### config.mk
export PLATFORM = sky130hd
export DESIGN_NAME = integer_to_padded_text
export DESIGN_NICKNAME = d
export VERILOG_FILES = /design/src/itpt_pkg.sv /design/src/itpt_front.sv /design/src/itpt_back.sv /design/src/integer_to_padded_text.sv
export SDC_FILE = /design/constraint.sdc
export NUM_CORES = 1
export LEC_CHECK = 0
export ABC_AREA = 1
export BUFFER_PORTS_ARGS = -buffer_cell sky130_fd_sc_hd__buf_2
export CORE_ASPECT_RATIO = 0.9
export CORE_MARGIN = 2
export CORE_UTILIZATION = 48
export CTS_CLUSTER_SIZE = 28
export DETAILED_ROUTE_END_ITERATION = 6
export PLACE_DENSITY_LB_ADDON = 0.05
export SYNTH_ARGS = -nofsm -noshare
export SYNTH_HDL_FRONTEND = slang
export SYNTH_SLANG_ARGS = --single-unit
### constraint.sdc
create_clock -name aclk -period 16.9 [get_ports aclk]
set_clock_uncertainty 0.2 [all_clocks]
set_input_delay 1.69 -clock aclk [delete_from_list [all_inputs] [get_ports aclk]]
set_output_delay 1.69 -clock aclk [all_outputs]
set_load 0.01 [all_outputs]
### src/itpt_pkg.sv
package itpt_pkg;

    localparam int MAX_FIELD = 64;
    localparam int OUT_LIMIT = (MAX_FIELD < 64) ? MAX_FIELD : 64;
    localparam int QDEPTH = 2;

    localparam logic [2:0] FUNC_SDEC = 3'd0;
    localparam logic [2:0] FUNC_UDEC = 3'd1;
    localparam logic [2:0] FUNC_OCT  = 3'd2;
    localparam logic [2:0] FUNC_LHEX = 3'd3;
    localparam logic [2:0] FUNC_UHEX = 3'd4;

    localparam logic [1:0] SIZE_H = 2'd1;
    localparam logic [1:0] SIZE_L = 2'd2;

    typedef struct packed {
        logic [2:0]  func;
        logic [63:0] arg_value;
        logic [1:0]  size_mod;
        logic        left_justify;
        logic        force_sign;
        logic        space_sign;
        logic        alt_form;
        logic        zero_fill;
        logic [6:0]  field_width;
        logic        prec_given;
        logic [5:0]  min_digits;
    } in_item_t;

    typedef struct packed {
        logic [7:0] out_char;
        logic       last_char;
    } out_item_t;

    // Classified request handed from the front end to the back end
    typedef struct packed {
        logic [63:0] mag;
        logic [2:0]  func;
        logic        neg;
        logic        force_sign;
        logic        space_sign;
        logic        alt_form;
        logic        left_justify;
        logic        zero_fill;
        logic [6:0]  field_width;
        logic        prec_given;
        logic [5:0]  min_digits;
    } job_t;

    function automatic logic [7:0] digit_char(input logic [3:0] d, input logic upper);
        logic [7:0] c;
        if (d < 4'd10) begin
            c = 8'h30 + {4'd0, d};
        end else if (upper) begin
            c = 8'h37 + {4'd0, d};
        end else begin
            c = 8'h57 + {4'd0, d};
        end
        return c;
    endfunction

endpackage

### src/itpt_front.sv
module itpt_front (
    input  logic                aclk,
    input  logic                aresetn,
    input  logic                s_valid,
    output logic                s_ready,
    input  itpt_pkg::in_item_t  s_item,
    output logic                job_valid,
    input  logic                job_ready,
    output itpt_pkg::job_t      job
);

    itpt_pkg::job_t q_reg [itpt_pkg::QDEPTH];
    logic [1:0] cnt_reg;
    logic       wptr_reg;
    logic       rptr_reg;
    itpt_pkg::job_t cls;
    logic [63:0] u;
    logic        sgn;
    logic        push;
    logic        pop;

    // Truncate, extend and take the magnitude
    always_comb begin
        cls = '0;
        unique case (s_item.size_mod)
            itpt_pkg::SIZE_H: begin
                u = {48'd0, s_item.arg_value[15:0]};
                sgn = s_item.arg_value[15];
            end
            itpt_pkg::SIZE_L: begin
                u = s_item.arg_value;
                sgn = s_item.arg_value[63];
            end
            default: begin
                u = {32'd0, s_item.arg_value[31:0]};
                sgn = s_item.arg_value[31];
            end
        endcase
        cls.neg = (s_item.func == itpt_pkg::FUNC_SDEC) && sgn;
        unique case (s_item.size_mod)
            itpt_pkg::SIZE_H: cls.mag = cls.neg ? {48'd0, 16'(-u[15:0])} : u;
            itpt_pkg::SIZE_L: cls.mag = cls.neg ? -u : u;
            default:          cls.mag = cls.neg ? {32'd0, 32'(-u[31:0])} : u;
        endcase
        cls.func = s_item.func;
        cls.force_sign = s_item.force_sign;
        cls.space_sign = s_item.space_sign;
        cls.alt_form = s_item.alt_form;
        cls.left_justify = s_item.left_justify;
        cls.zero_fill = s_item.zero_fill;
        cls.field_width = s_item.field_width;
        cls.prec_given = s_item.prec_given;
        cls.min_digits = s_item.min_digits;
    end

    // Drop unknown conversions at the front door
    assign s_ready = (cnt_reg != 2'd2);
    assign push = s_valid && s_ready && (s_item.func <= itpt_pkg::FUNC_UHEX);
    assign job_valid = (cnt_reg != 2'd0);
    assign pop = job_valid && job_ready;
    assign job = q_reg[rptr_reg];

    always_ff @(posedge aclk) begin
        if (push) begin
            q_reg[wptr_reg] <= cls;
        end
    end

    always_ff @(posedge aclk) begin
        if (!aresetn) begin
            cnt_reg <= 2'd0;
            wptr_reg <= 1'b0;
            rptr_reg <= 1'b0;
        end else begin
            if (push) wptr_reg <= ~wptr_reg;
            if (pop) rptr_reg <= ~rptr_reg;
            cnt_reg <= cnt_reg + {1'b0, push} - {1'b0, pop};
        end
    end

    assert property (@(posedge aclk) disable iff (!aresetn) cnt_reg != 2'd3)
        else $error("queue count overflow");
    assert property (@(posedge aclk) disable iff (!aresetn)
        (cnt_reg == 2'd2) |-> !push)
        else $error("push into full queue");
    assert property (@(posedge aclk) disable iff (!aresetn)
        (cnt_reg == 2'd0) |-> !pop)
        else $error("pop from empty queue");

endmodule

### src/itpt_back.sv
module itpt_back (
    input  logic                aclk,
    input  logic                aresetn,
    input  logic                job_valid,
    output logic                job_ready,
    input  itpt_pkg::job_t      job,
    output logic                m_valid,
    input  logic                m_ready,
    output itpt_pkg::out_item_t m_item
);

    typedef enum logic [4:0] {
        ST_IDLE = 5'b00001,
        ST_BCD  = 5'b00010,
        ST_CONV = 5'b00100,
        ST_PLAN = 5'b01000,
        ST_EMIT = 5'b10000
    } state_t;

    state_t      state_reg;
    itpt_pkg::job_t j_reg;
    logic [79:0] mag_reg;
    logic [63:0] bin_reg;
    logic [3:0]  bcnt_reg;
    logic [3:0]  dig_reg [24];
    logic [4:0]  nd_reg;
    logic [6:0]  zeros_reg, pad_reg;
    logic [1:0]  plen_reg;
    logic [7:0]  pre0_reg, pre1_reg;
    logic        zf_reg;
    logic [8:0]  pos_reg;
    logic [6:0]  lim_reg;
    logic [6:0]  sent_reg;
    logic        ov_reg;

    logic [79:0] bcd_c;
    logic [63:0] bin_c;
    logic        job_dec;
    logic [79:0] q_next;
    logic [3:0]  d_next;
    logic [6:0]  prec, zeros_c;
    logic [8:0]  body;
    logic [6:0]  pad_c;
    logic [1:0]  plen_c;
    logic [7:0]  p0, p1;
    logic [8:0]  tot_c;
    logic [7:0]  ch;
    logic [8:0]  r;
    logic [4:0]  di;
    logic        upper;
    logic        adv;

    assign job_dec = (job.func == itpt_pkg::FUNC_SDEC) || (job.func == itpt_pkg::FUNC_UDEC);

    // Convert binary to BCD four bits a cycle by add-three and shift
    always_comb begin
        bcd_c = mag_reg;
        bin_c = bin_reg;
        for (int s = 0; s < 4; s++) begin
            for (int k = 0; k < 20; k++) begin
                if (bcd_c[4*k +: 4] >= 4'd5) bcd_c[4*k +: 4] = bcd_c[4*k +: 4] + 4'd3;
            end
            bcd_c = {bcd_c[78:0], bin_c[63]};
            bin_c = {bin_c[62:0], 1'b0};
        end
    end

    // One digit a cycle: peel off the low octal or hex digit, or the low BCD digit
    always_comb begin
        unique case (j_reg.func)
            itpt_pkg::FUNC_OCT: begin
                q_next = mag_reg >> 3;
                d_next = {1'b0, mag_reg[2:0]};
            end
            default: begin
                q_next = mag_reg >> 4;
                d_next = mag_reg[3:0];
            end
        endcase
    end

    // Work out the layout of the text
    always_comb begin
        prec = j_reg.prec_given ? {1'b0, j_reg.min_digits} : 7'd1;
        zeros_c = (prec > {2'b0, nd_reg}) ? prec - {2'b0, nd_reg} : 7'd0;
        plen_c = 2'd0;
        p0 = 8'h30;
        p1 = 8'h78;
        unique case (j_reg.func)
            itpt_pkg::FUNC_SDEC: begin
                if (j_reg.neg) begin
                    plen_c = 2'd1; p0 = 8'h2D;
                end else if (j_reg.force_sign) begin
                    plen_c = 2'd1; p0 = 8'h2B;
                end else if (j_reg.space_sign) begin
                    plen_c = 2'd1; p0 = 8'h20;
                end
            end
            itpt_pkg::FUNC_OCT: begin
                if (j_reg.alt_form && zeros_c == 7'd0 &&
                    (nd_reg == 5'd0 || dig_reg[nd_reg - 5'd1] != 4'd0)) plen_c = 2'd1;
            end
            itpt_pkg::FUNC_LHEX, itpt_pkg::FUNC_UHEX: begin
                if (j_reg.alt_form && j_reg.mag != 64'd0) plen_c = 2'd2;
                if (j_reg.func == itpt_pkg::FUNC_UHEX) p1 = 8'h58;
            end
            default: plen_c = 2'd0;
        endcase
        body = {7'd0, plen_c} + {2'd0, zeros_c} + {4'd0, nd_reg};
        pad_c = ({2'b0, j_reg.field_width} > body) ?
            7'({2'b0, j_reg.field_width} - body) : 7'd0;
        tot_c = body + {2'd0, pad_c};
    end

    // Pick the character at the current position
    always_comb begin
        upper = (j_reg.func == itpt_pkg::FUNC_UHEX);
        r = pos_reg;
        ch = 8'h20;
        di = 5'd0;
        if (!j_reg.left_justify && !zf_reg && r < {2'd0, pad_reg}) begin
            ch = 8'h20;
        end else begin
            if (!j_reg.left_justify && !zf_reg) r = r - {2'd0, pad_reg};
            if (r < {7'd0, plen_reg}) begin
                ch = (r == 9'd0) ? pre0_reg : pre1_reg;
            end else begin
                r = r - {7'd0, plen_reg};
                if (zf_reg && r < {2'd0, pad_reg}) begin
                    ch = 8'h30;
                end else begin
                    if (zf_reg) r = r - {2'd0, pad_reg};
                    if (r < {2'd0, zeros_reg}) begin
                        ch = 8'h30;
                    end else begin
                        r = r - {2'd0, zeros_reg};
                        if (r < {4'd0, nd_reg}) begin
                            di = 5'(nd_reg - 5'd1 - r[4:0]);
                            ch = itpt_pkg::digit_char(dig_reg[di], upper);
                        end else begin
                            ch = 8'h20;
                        end
                    end
                end
            end
        end
    end

    assign job_ready = (state_reg == ST_IDLE);
    assign adv = !ov_reg || m_ready;

    always_ff @(posedge aclk) begin
        if (state_reg == ST_IDLE && job_valid) begin
            j_reg <= job;
            bin_reg <= job.mag;
            mag_reg <= job_dec ? 80'd0 : {16'd0, job.mag};
        end
        if (state_reg == ST_BCD) begin
            mag_reg <= bcd_c;
            bin_reg <= bin_c;
        end
        if (state_reg == ST_CONV) begin
            mag_reg <= q_next;
            dig_reg[nd_reg] <= d_next;
        end
        if (state_reg == ST_PLAN) begin
            zeros_reg <= zeros_c;
            pad_reg <= pad_c;
            plen_reg <= plen_c;
            pre0_reg <= (j_reg.func == itpt_pkg::FUNC_SDEC) ? p0 : 8'h30;
            pre1_reg <= p1;
            zf_reg <= j_reg.zero_fill && !j_reg.left_justify && !j_reg.prec_given;
            lim_reg <= (tot_c > 9'(itpt_pkg::OUT_LIMIT)) ?
                7'(itpt_pkg::OUT_LIMIT) : 7'(tot_c);
        end
        if (state_reg == ST_EMIT && adv) begin
            m_item.out_char <= ch;
            m_item.last_char <= (sent_reg + 7'd1 == lim_reg);
        end
    end

    always_ff @(posedge aclk) begin
        if (!aresetn) begin
            state_reg <= ST_IDLE;
            nd_reg <= 5'd0;
            bcnt_reg <= 4'd0;
            pos_reg <= 9'd0;
            sent_reg <= 7'd0;
            ov_reg <= 1'b0;
        end else begin
            // Load the output register on advance, drop it once taken
            if (state_reg == ST_EMIT && adv) begin
                ov_reg <= 1'b1;
            end else if (ov_reg && m_ready) begin
                ov_reg <= 1'b0;
            end
            unique case (state_reg)
                ST_IDLE: begin
                    if (job_valid) begin
                        nd_reg <= 5'd0;
                        bcnt_reg <= 4'd0;
                        state_reg <= job_dec ? ST_BCD : ST_CONV;
                    end
                end
                ST_BCD: begin
                    bcnt_reg <= bcnt_reg + 4'd1;
                    if (bcnt_reg == 4'd15) state_reg <= ST_CONV;
                end
                ST_CONV: begin
                    // Zero with precision zero keeps no digit
                    if (mag_reg == 80'd0 && nd_reg != 5'd0) begin
                        state_reg <= ST_PLAN;
                    end else if (mag_reg == 80'd0 && j_reg.prec_given &&
                                 j_reg.min_digits == 6'd0) begin
                        state_reg <= ST_PLAN;
                    end else begin
                        nd_reg <= nd_reg + 5'd1;
                    end
                end
                ST_PLAN: begin
                    pos_reg <= 9'd0;
                    sent_reg <= 7'd0;
                    state_reg <= (tot_c == 9'd0) ? ST_IDLE : ST_EMIT;
                end
                ST_EMIT: begin
                    if (adv) begin
                        pos_reg <= pos_reg + 9'd1;
                        sent_reg <= sent_reg + 7'd1;
                        if (sent_reg + 7'd1 == lim_reg) state_reg <= ST_IDLE;
                    end
                end
                default: state_reg <= ST_IDLE;
            endcase
        end
    end

    assign m_valid = ov_reg;

    assert property (@(posedge aclk) disable iff (!aresetn)
        (state_reg == ST_EMIT) |-> (sent_reg < lim_reg))
        else $error("emit past limit");
    assert property (@(posedge aclk) disable iff (!aresetn)
        (state_reg == ST_CONV) |-> (nd_reg <= 5'd22))
        else $error("too many digits");
    assert property (@(posedge aclk) disable iff (!aresetn)
        (state_reg != ST_IDLE) |-> !job_ready)
        else $error("job taken while busy");

endmodule

### src/integer_to_padded_text.sv
// Channel | Ports                    | Moves
// input   | s_valid s_ready s_item   | one integer format request
// output  | m_valid m_ready m_item   | one character, last_char on the final one
// An item leaves the queue, then goes through binary-to-BCD conversion for the
// decimal forms, digit collection (up to 22 digits), layout, and then the emission
// of its characters (up to 64). A two-entry queue lets requests arrive meanwhile.
// Reset is synchronous, active low, and empties the queue.
// A stalled output holds the character and freezes the emit position.
module integer_to_padded_text (
    input  logic                aclk,
    input  logic                aresetn,
    input  logic                s_valid,
    output logic                s_ready,
    input  itpt_pkg::in_item_t  s_item,
    output logic                m_valid,
    input  logic                m_ready,
    output itpt_pkg::out_item_t m_item
);

    logic           job_valid;
    logic           job_ready;
    itpt_pkg::job_t job;

    itpt_front u_front (
        .aclk(aclk), .aresetn(aresetn),
        .s_valid(s_valid), .s_ready(s_ready), .s_item(s_item),
        .job_valid(job_valid), .job_ready(job_ready), .job(job)
    );

    itpt_back u_back (
        .aclk(aclk), .aresetn(aresetn),
        .job_valid(job_valid), .job_ready(job_ready), .job(job),
        .m_valid(m_valid), .m_ready(m_ready), .m_item(m_item)
    );

endmodule

==> After elaboration in Yosys (flattened, before gate mapping) <==
Memories as Yosys holds them, arrays and structs flattened. A register that Yosys moved wholly into a read port is not among the register bits.
Cells that the tools add are included.
{ "word_totals": {"reg_bits": 315, "latch_bits": 0, "ramBits": 270, "mem_bits_ro": 0, "in_bits": 92, "output_inout_bits": 11, "word_cells": 450, "memories": 2} }
{ "classes": {"add_sub_neg": 103, "multipliers": 0, "div": 0, "n_lt_le_gt_ge": 90, "eq_ne": 21, "shift": 0, "muxes": 147, "bitwise": 3, "n_reduce_logical": 50} }
{ "mem_list": {"columns": ["memory", "words", "word_bits", "read_ports", "rd_clocked_by_memory_dff", "write_ports", "line_no", "rtl"], "rows": [
  ["u_front.q_reg", 2, 87, 1, 1, 1, "itpt_front.sv:12", "itpt_pkg::job_t q_reg [itpt_pkg::QDEPTH];"],
  ["u_back.dig_reg", 24, 4, 2, 0, 1, "itpt_back.sv:25", "logic [3:0] dig_reg [24];"]
]} }
{ "ops": {"columns": ["op", "count"], "rows": [
  ["64-bit 2-to-1 mux", 6],
  ["4-bit by 3-bit >= comparator with 1-bit output, second input constant", 80],
  ["4-bit 2-to-1 mux", 78],
  ["4-bit by 2-bit adder with 4-bit output, second input constant", 76],
  ["64-bit one-hot mux with 2 select lines", 2],
  ["80-bit 2-to-1 mux", 3],
  ["80-bit logical NOT", 1],
  ["77-bit 2-to-1 mux", 1],
  ["5-bit 2-to-1 mux", 13],
  ["64-bit negation", 1],
  ["64-bit nonzero test", 1],
  ["9-bit 2-to-1 mux", 7],
  ["8-bit 2-to-1 mux", 7],
  ["32-bit negation", 1],
  ["9-bit by 7-bit less-than comparator with 1-bit output", 3],
  ["9-bit by 7-bit subtractor with 9-bit output", 3],
  ["5-bit one-hot mux with 5 select lines", 1],
  ["7-bit 2-to-1 mux", 3],
  ["9-bit logical NOT", 2],
  ["9-bit one-hot mux with 2 select lines", 1],
  ["1-bit logical AND", 17],
  ["16-bit negation", 1],
  ["3-bit 2-to-1 mux", 5],
  ["6-bit by 4-bit adder with 7-bit output, first input constant", 2],
  ["other kinds (62)", 99]
]} }

==> Longest topological paths before layout <==
Gate-level depths: netlist (run 1).
An unclocked memory read counts as a cell.
{ "depth": {"depth_word": 20, "depth_mapped": 45, "depth_no_buf": 45} }

==> Cells and area by module <==
Synthesis (run 1) repeated with hierarchy kept, for this count alone.
{ "hier_totals": {"hier_cells": 4547, "area_unflattened_um2": 38630.8} }
{ "modules_own_cells": {"columns": ["mod", "n_inst", "cells_each", "area_per_inst_um2", "seq_area_each_um2"], "rows": [
  ["itpt_back", 1, 3643, 29235.5, 11511.0],
  ["itpt_front", 1, 904, 9395.3, 5325.1]
]} }

==> Worst setup path before layout (run 1) <==
OpenSTA, ideal clock, no wires.
{ "synth_timing": {"kind": "reg-to-reg", "startpoint": "register u_back.nd_reg[0]", "endpoint": "register u_back.lim_reg[0] (data pin)", "setup_ps": 268, "arrival_time_ps": 6674, "required_ps": 16432, "setup_slack_ps": 9758, "stages_incl_launch_ff": 39, "path_buffers": 3, "synth_period_minus_slack_ps": 7142, "cell_sequence": "dfxtp_1 > inv_1 > clkbuf_1 > ha_1 > clkbuf_1 > clkbuf_1 > nand3_1 > o311ai_0 > nand2_1 > o221ai_1 > nand3_1 > nand2_1 > nand2_1 > nand3_1 > nand2_1 > fa_1 > ha_1 > fa_1 > (+3 left out) > inv_1 > nand2_1 > inv_1 > o21ai_0 > a21boi_0 > o21a_1 > o221ai_1 > nor2_1 > ha_1 > fa_1 > nand3_1 > nand2_1 > a21oi_1 > o21ai_0 > xor2_1 > inv_1 > o211ai_1 > nor2_1"} }
{ "synth_between": {"elab_chain_cells": 13, "elab_cells_between_ends": 20, "cone_classes": "6 x add/sub; 3 x order compare; 4 x mux; 6 x reduce/logical; 1 x memory"} }
{ "synth_rtl": {"columns": ["element", "line_no", "rtl"], "rows": [
  ["start, declared", "itpt_back.sv:26", "logic [4:0] nd_reg;"],
  ["start signal, assigned", "itpt_back.sv:217", "nd_reg <= nd_reg + 5'd1;"],
  ["5-bit by 1-bit subtractor with 5-bit output (tied with other cells)", "itpt_back.sv:101", "(nd_reg == 5'd0 || dig_reg[nd_reg - 5'd1] != 4'd0)) plen_c = 2'd1;"],
  ["memory read 24 x 4 bit / 7-bit 2-to-1 mux (equally long branches)", null, null],
  ["4-bit nonzero test / 7-bit logical NOT (equally long branches)", "itpt_back.sv:101, itpt_back.sv:100", null],
  ["1-bit logical OR / 1-bit logical AND (equally long branches)", "itpt_back.sv:101, itpt_back.sv:100", null],
  ["1-bit logical AND (*)", "itpt_back.sv:100", "if (j_reg.alt_form && zeros_c == 7'd0 &&"],
  ["1-bit 2-to-1 mux (*)", "itpt_back.sv:100", null],
  ["2-bit one-hot mux with 3 select lines (*)", "itpt_back.sv:89", "unique case (j_reg.func)"],
  ["net u_back.plen_c[0]", "itpt_back.sv:44", "logic [1:0] plen_c;"],
  ["2-bit by 7-bit adder with 8-bit output (*)", "itpt_back.sv:109", "body = {7'd0, plen_c} + {2'd0, zeros_c} + {4'd0, nd_reg};"],
  ["8-bit by 5-bit adder with 9-bit output (*)", "itpt_back.sv:109", null],
  ["7-bit by 9-bit > comparator with 1-bit output / 7-bit subtractor (equally long branches)", "itpt_back.sv:110, itpt_back.sv:111", null],
  ["7-bit 2-to-1 mux (*)", "itpt_back.sv:110", "pad_c = ({2'b0, j_reg.field_width} > body) ?"],
  ["net u_back.pad_c[0]", "itpt_back.sv:43", "logic [6:0] pad_c;"],
  ["9-bit by 7-bit adder with 9-bit output (*)", "itpt_back.sv:112", "tot_c = body + {2'd0, pad_c};"],
  ["9-bit by 7-bit > comparator with 1-bit output", "itpt_back.sv:173", "lim_reg <= (tot_c > 9'(itpt_pkg::OUT_LIMIT)) ?"],
  ["end signal, assigned", "itpt_back.sv:173", null],
  ["end, declared", "itpt_back.sv:32", "logic [6:0] lim_reg;"]
]} }
Mark *: on every way through the listed nets, which the timed path passes. The rest lies on a longest branch.
A chain may end at the register's enable or synchronous reset.

==> Worst setup path in the final report (run 1) <==
{ "layout_timing": {"startpoint": "register u_back.nd_reg[0]", "endpoint": "register u_back.lim_reg[2] (data pin)"} }
The elaborated chain is that of the path after synthesis.

==> results.rst, run 1 <==
.. list-table::
   :header-rows: 1

   * - Metric
     - Value
   * - Sequential cell area
     - 16,800 sq um
   * - Total number of H-tree levels
     - 2
   * - Starting density of the core
     - 0.485
   * - Cell Rows
     - 98
   * - Headroom to the max-slew limit
     - 0.185
   * - Total grt overflow
     - 0
   * - Req. time, crit path
     - 17.07 ns
   * - Initial antenna violation count
     - 1
   * - Most common cell on crit path
     - sky130_fd_sc_hd__inv_1
   * - Average detailed-routed wire length per instance
     - 16.4 um
   * - Largest buffer count on any clock path
     - 3
   * - Chip Width
     - 303 um
   * - Area of the mapped netlist
     - 38,600 sq um
   * - Aggregate global-route resource usage
     - 0.235
   * - Vertical die dimension
     - 273 um
   * - Post-CTS setup buffer count
     - 0
   * - Worst-margin pin slew
     - 1.21 ns
   * - Detailed-router iteration count before antenna repair
     - 7
   * - Share of synthesized registers carrying an async set or reset
     - 0
   * - Run status
     - finished, violations left
   * - Total CTS buffers
     - 60
   * - Largest register FFs
     - 174
   * - # port buffers
     - 101
   * - Number of setup violations in the final report
     - 0
   * - Remaining design rule violation count
     - 4
   * - Setup TNS
     - 0 ns
   * - Crit-path slowest cell
     - sky130_fd_sc_hd__ha_1
   * - Buffer cell driving the clock tree root
     - sky130_fd_sc_hd__clkbuf_16
   * - EDFF count, synth
     - 534
   * - TritonCTS clock tree
     - built
   * - Worst Setup Start Kind
     - flip-flop
   * - Netlist cell types
     - 78
   * - Detail Placement HPWL
     - 72.0 mm
   * - Quantity of gates resized following cts
     - 0
   * - CTS sink cnt
     - 574
   * - Std-Cell Core Area
     - 79,600 sq um
   * - Diode count
     - 0
   * - Achievable Freq
     - 116 MHz
   * - Antenna violation net count after detailed routing
     - 0
   * - Total vias in the final route
     - 31,256
   * - Setup repair after global routing missed its margin
     - false
   * - Vias in the first global route
     - 28,714
   * - Number of register bits inferred by synthesis
     - 574
   * - Top delay family on crit path
     - adder cells
   * - Total count of hold-check failures in the final report
     - 0
   * - Warning count from the yosys run
     - 0
   * - Type of the tightest min-delay check
     - reg2reg
   * - Placer congestion estimate
     - 0.871
   * - Critical path fanouts, max
     - 20
   * - Gate Count Post-Synth
     - 4,803
   * - Clock latency on the worst-skew pair
     - 0.65 ns
   * - Fin. max-slew vios
     - 0
   * - Syn nets
     - 5,160
   * - IO Pins
     - 103
   * - Critical Path Sink Type
     - flip-flop
   * - Synth-to-Final Area Change
     - 8.96%
   * - Violations in the final reports
     - DRC
   * - Number of nets in the final layout
     - 5,216
   * - Critical path type
     - reg2reg
   * - Final period util
     - 0.511
   * - Data arrival time of the critical path
     - 8.80 ns
   * - Syn_area_per_cell
     - 8.03 sq um
   * - Clock Pin Slew Worst Setup and Hold Paths
     - 0.06 ns
   * - Max incr delay on CP
     - 0.82 ns
   * - Initial drt markers
     - 2,311
   * - # Max-Cap Violations
     - 0
   * - Filler cells
     - 7,624
   * - Hold buffer count at CTS
     - 0
   * - Fraction of layout cells with a size suffix above 1
     - 0.0791
   * - Routed via count divided by cell count
     - 5.25
   * - First-pass GRT wire length
     - 154 mm
   * - Post-layout minimum cycle time
     - 8.63 ns
   * - Fraction of the yosys area taken by sequential cells
     - 0.436
   * - Leading register cell type out of synthesis
     - sky130_fd_sc_hd__edfxtp_1
   * - Die footprint
     - 82,700 sq um
   * - Post-Route WL
     - 97.8 mm
   * - Area of combinational cells with multiple inputs
     - 18,800 sq um
   * - Pin count of the biggest net entering global routing
     - 83
   * - Buffering stage count on the worst path with inverters included
     - 6
==> cells in the final DEF, fill, tap and decap left out, types with 19 or more instances in the layout <==
master,count
sky130_fd_sc_hd__nor2_1,398
sky130_fd_sc_hd__xor2_1,71
sky130_fd_sc_hd__nand2_1,1315
sky130_fd_sc_hd__a31oi_1,43
sky130_fd_sc_hd__a211oi_1,36
sky130_fd_sc_hd__o211ai_1,40
sky130_fd_sc_hd__nand3_1,250
sky130_fd_sc_hd__o21ai_1,79
sky130_fd_sc_hd__or2_2,28
sky130_fd_sc_hd__a21oi_1,240
sky130_fd_sc_hd__o21ai_2,24
sky130_fd_sc_hd__nand2_2,19
sky130_fd_sc_hd__dfxtp_1,39
sky130_fd_sc_hd__buf_4,23
sky130_fd_sc_hd__xnor2_1,21
sky130_fd_sc_hd__nor4_1,30
sky130_fd_sc_hd__ha_1,254
sky130_fd_sc_hd__nand4_1,48
sky130_fd_sc_hd__edfxtp_1,534
sky130_fd_sc_hd__o21ai_0,301
sky130_fd_sc_hd__inv_1,601
sky130_fd_sc_hd__nor3_1,49
sky130_fd_sc_hd__nand3b_1,23
sky130_fd_sc_hd__clkbuf_16,60
sky130_fd_sc_hd__inv_2,33
sky130_fd_sc_hd__buf_2,101
==> Yosys cell counts (all sizes together) (2+ instances only) <==
library cell / instances / area share
o31ai: 7 / 0.0016
a21boi: 2 / 0.00039
nand3: 263 / 0.036
a221oi: 4 / 0.00091
nand4: 50 / 0.0089
nand3b: 23 / 0.0045
and3: 6 / 0.00097
o21a: 13 / 0.0025
nand2: 1342 / 0.13
a22oi: 12 / 0.0027
clkinv: 4 / 0.00039
buf: 40 / 0.0054
nor3b: 10 / 0.0021
o22ai: 12 / 0.0019
mux2i: 5 / 0.0013
nor4: 32 / 0.0057
ha: 254 / 0.082
or2: 39 / 0.0064
o21ai: 405 / 0.055
and2: 11 / 0.0018
edfxtp: 534 / 0.42
inv: 636 / 0.062
a31oi: 43 / 0.0070
o211ai: 40 / 0.0078
nor2b: 2 / 0.00032
fa: 11 / 0.0057
xor2: 76 / 0.018
o32ai: 2 / 0.00045
nor2: 416 / 0.043
nor3: 53 / 0.0074
xnor2: 21 / 0.0048
clkbuf: 90 / 0.0088
o221ai: 2 / 0.00045
or3: 3 / 0.00049
a21oi: 244 / 0.032
dfxtp: 40 / 0.021
o21bai: 5 / 0.00097
a211oi: 37 / 0.0073
o311ai: 5 / 0.0011
==> cell type report <==
cell class                      count  share of cell area
Tap cell                         1050              0.0312
Inverter                          640              0.0573
Multi-Input combinational cell   3459               0.448
Clock buffer                       74              0.0374
Clock inverter                     36             0.00937
Timing Repair Buffer              124              0.0161
Sequential cell                   574               0.400
==> final timing paths <==
check                        start                end  slack, ns  cells after the start
setup / recovery  u_back.nd_reg[0]  u_back.lim_reg[2]       8.27                     36
hold / removal    u_front.rptr_reg          flip-flop       0.25                      1
setup reg to reg  u_back.nd_reg[0]  u_back.lim_reg[2]       8.27                     36
hold reg to reg   u_front.rptr_reg          flip-flop       0.25                      1
==> cells by family (layout without fill, tap and decap cells) <==
logic type      after synthesis  count (layout)  synth area share
simple gates               2252            2252             0.251
compound gates              839             839             0.124
buf+inv                     770             874            0.0765
flops                       574             574             0.436
fa+ha+maj                   265             265            0.0881
xor+xnor                     97              97            0.0230
mux                           5               5           0.00130
other cells                   1               1         0.0000972
==> layer usage <==
metal  up-vias  routed length (um)  part of all wire  GRT usage
met4         0                2160             0.022     0.0554
met1     14351               43300              0.44      0.308
met3       127                3850             0.039     0.0229
met2       590               48400              0.50      0.417
li1      16188                   -                 -          -
met5         -                   0                 0          0
==> stage by stage <==
| step | cells | util | hold WS (ns) | instance area, sq um | setup WS, ns |
|---|---|---|---|---|---|
| 4_1_cts | 5957 | 0.528 | 0.248 | 42100 | 8.22 |
| 5_1_grt | 5957 | 0.528 | 0.260 | 42100 | 7.39 |
| 2_1_floorplan | 4803 | - | 0.223 | 38600 | 9.76 |
| 3_5_place_dp | 5847 | 0.504 | 0.234 | 40100 | 8.22 |
| 6_report | 5957 | 0.528 | 0.247 | 42100 | 8.27 |
| 3_3_place_gp | 5847 | 0.504 | 0.230 | 40100 | 8.47 |
Power of run 1 is not shown: default switching activity piles up to over one toggle a cycle in this logic, so the estimate is an artifact.
==> run 2: changes to the inputs <==
clock period = 7.4 ns   (was 16.9 ns; I/O delays follow)
==> results.rst, run 2 (synthesized netlist as in run 1, its figures left out) <==
.. list-table::
   :header-rows: 1

   * - Metric
     - Value
   * - Run status
     - finished, violations left
   * - Violations in the final reports
     - DRC
   * - Chip Width
     - 303 um (unchanged)
   * - Clock Pin Slew Worst Setup and Hold Paths
     - 0.06 ns (about the same)
   * - Req. time, crit path
     - 7.55 ns (-9.52 ns)
   * - Worst Setup Start Kind
     - flip-flop
   * - Buffer cell driving the clock tree root
     - sky130_fd_sc_hd__clkbuf_16
   * - Fraction of layout cells with a size suffix above 1
     - 0.0851 (+0.00605)
   * - Vertical die dimension
     - 273 um (unchanged)
   * - Data arrival time of the critical path
     - 6.99 ns (-1.81 ns)
   * - Initial drt markers
     - 2,234 (-3.3%)
   * - Die footprint
     - 82,700 sq um (unchanged)
   * - Most common cell after layout, fill and taps aside
     - sky130_fd_sc_hd__nand2_1
   * - Std-Cell Core Area
     - 79,600 sq um (unchanged)
   * - Fin. max-slew vios
     - 0 (unchanged)
   * - Critical hold path startpoint
     - s_item[7]
   * - Critical path type
     - reg2reg
   * - Crit-path slowest cell
     - sky130_fd_sc_hd__fa_1
   * - Cell Rows
     - 98 (unchanged)
   * - Synth-to-Final Area Change
     - 9.82%
   * - Detailed-router iteration count before antenna repair
     - 7 (unchanged)
   * - Clock latency on the worst-skew pair
     - 0.61 ns (-0.04 ns)
   * - Total number of H-tree levels
     - 3 (+1)
   * - Worst setup margin
     - 0.554 ns (-7.72 ns)
   * - Met1 wire length
     - 44.1 mm (+1.8%)
   * - Pin count of the biggest net entering global routing
     - 81 (-2.4%)
   * - IO Pins
     - 103 (unchanged)
   * - Headroom to the max-slew limit
     - 0.244 (+0.0587)
   * - # Max-Cap Violations
     - 0 (unchanged)
   * - Detail Placement HPWL
     - 72.3 mm (+0.37%)
   * - CTS sink cnt
     - 574 (unchanged)
   * - Diode count
     - 0 (unchanged)
   * - Most common cell on crit path
     - sky130_fd_sc_hd__inv_1
   * - Startpoint of the most critical setup path
     - u_back.j_reg[6]
   * - Sequential cell area
     - 16,800 sq um (unchanged)
   * - TritonCTS clock tree
     - built
   * - Total vias in the final route
     - 31,274 (+0.058%)
   * - Area of combinational cells with multiple inputs
     - 18,900 sq um (+0.27%)
   * - Number of nets in the final layout
     - 5,242 (+0.50%)
   * - WL met3
     - 3.59 mm (-6.9%)
   * - Post-Route WL
     - 98.5 mm (+0.72%)
   * - Initial antenna violation count
     - 1 (unchanged)
   * - Hold buffer count at CTS
     - 0 (unchanged)
   * - Place WS
     - 0.0358 ns (-8.18 ns)
   * - Starting density of the core
     - 0.485 (unchanged)
   * - Total grt overflow
     - 0 (unchanged)
   * - Post-route cell area
     - 42,400 sq um (+0.79%)
   * - RR Startpoint
     - u_back.j_reg[6]
   * - Most used cells in the layout excluding fill and tap cells
     - 1,315 x sky130_fd_sc_hd__nand2_1, 601 x sky130_fd_sc_hd__inv_1, 534 x sky130_fd_sc_hd__edfxtp_1
   * - Max layer used
     - met4
   * - Filler cells
     - 7,588 (-0.47%)
   * - Max incr delay on CP
     - 0.53 ns (-0.29 ns)
   * - Placement Cell Area
     - 40,200 sq um (+0.26%)
   * - Remaining design rule violation count
     - 4 (unchanged)
   * - Achievable Freq
     - 146 MHz (+26%)
   * - Placer congestion estimate
     - 0.877 (+0.68%)
   * - Average detailed-routed wire length per instance
     - 16.5 um (+0.26%)
   * - Vias in the first global route
     - 29,229 (+1.8%)
   * - Post-layout minimum cycle time
     - 6.85 ns (-1.78 ns)
   * - Number of setup violations in the final report
     - 0 (unchanged)
   * - Type of the tightest min-delay check
     - in2reg
   * - Final period util
     - 0.925 (+0.414)
   * - Antenna violation net count after detailed routing
     - 0 (unchanged)
   * - Aggregate global-route resource usage
     - 0.237 (+0.00166)
   * - Routed via count divided by cell count
     - 5.23 (-0.39%)
   * - Total met2 wirelength after detailed routing
     - 48.4 mm (about the same)
   * - # port buffers
     - 101 (unchanged)
   * - Critical Path Sink Type
     - flip-flop
   * - Worst-margin pin slew
     - 1.13 ns (-0.0769 ns)
   * - First-pass GRT wire length
     - 155 mm (+0.76%)
   * - Largest buffer count on any clock path
     - 3 (unchanged)
   * - Largest register FFs
     - 174 (unchanged)
   * - Total count of hold-check failures in the final report
     - 0 (unchanged)
   * - Critical path fanouts, max
     - 7 (-65%)
   * - Total CTS buffers
     - 66 (+10%)
run 2: cell types whose count changed in the layout (fill, tap and decap cells not counted), sizes merged:
cell	previous run	this run
buf	124	144
clkbuf	74	86
bufinv	7	5
clkinv	27	25
inv	639	638
run 2: metrics by stage:
step	utilization	TNS [ns]	cells	hold WS, ns
2_1_floorplan	-	0	4803	0.223
3_3_place_gp	0.505	0	5861	0.232
3_5_place_dp	0.505	0	5861	0.243
4_1_cts	0.531	0	5978	0.0805
5_1_grt	0.533	-0.290	5984	0.0955
6_report	0.533	0	5984	0.118
run 2: worst paths after layout:
check,endpoint,slack [ns],cells past startpoint
min,u_front.q_reg[1][7],0.12,1
min reg2reg,flip-flop,0.25,1
max reg2reg,u_back.lim_reg[2],0.55,37
max,u_back.lim_reg[2],0.55,37
run 2: what timing repair did:
action                     4_1_cts  5_1_grt
setup buffers                    0        6
gates resized for setup          1       14
setup endpoints to repair        5        9
pin swaps                        0        3
run 2: worst max-delay path: cells and delay by family (launching register included):
kind                       cells  cell delay (ns)
buffers and inverters          8             0.69
xor gates and xnor gates       1             0.17
DFF                            1             0.43
AOI/OAI and AO/OA             11             1.65
adders and majority gates      8             2.69
and+or+nand+nor                9             0.76
run 2: layout make-up:
type / instances / share of cell area
multi-input combinational: 3459 / 0.446
sequential: 574 / 0.397
inverter: 640 / 0.0568
clock buffer: 86 / 0.0417
tap: 1050 / 0.0310
timing repair buffer: 144 / 0.0195
clock inverter: 31 / 0.00779
run 2: routing by layer:
layer,global-route usage,vias to the layer above
met1,0.307,14383
met4,0.0600,0
met5,0,-
li1,-,16215
met2,0.416,552
met3,0.0302,124
Power of run 2 is left out for the same reason.
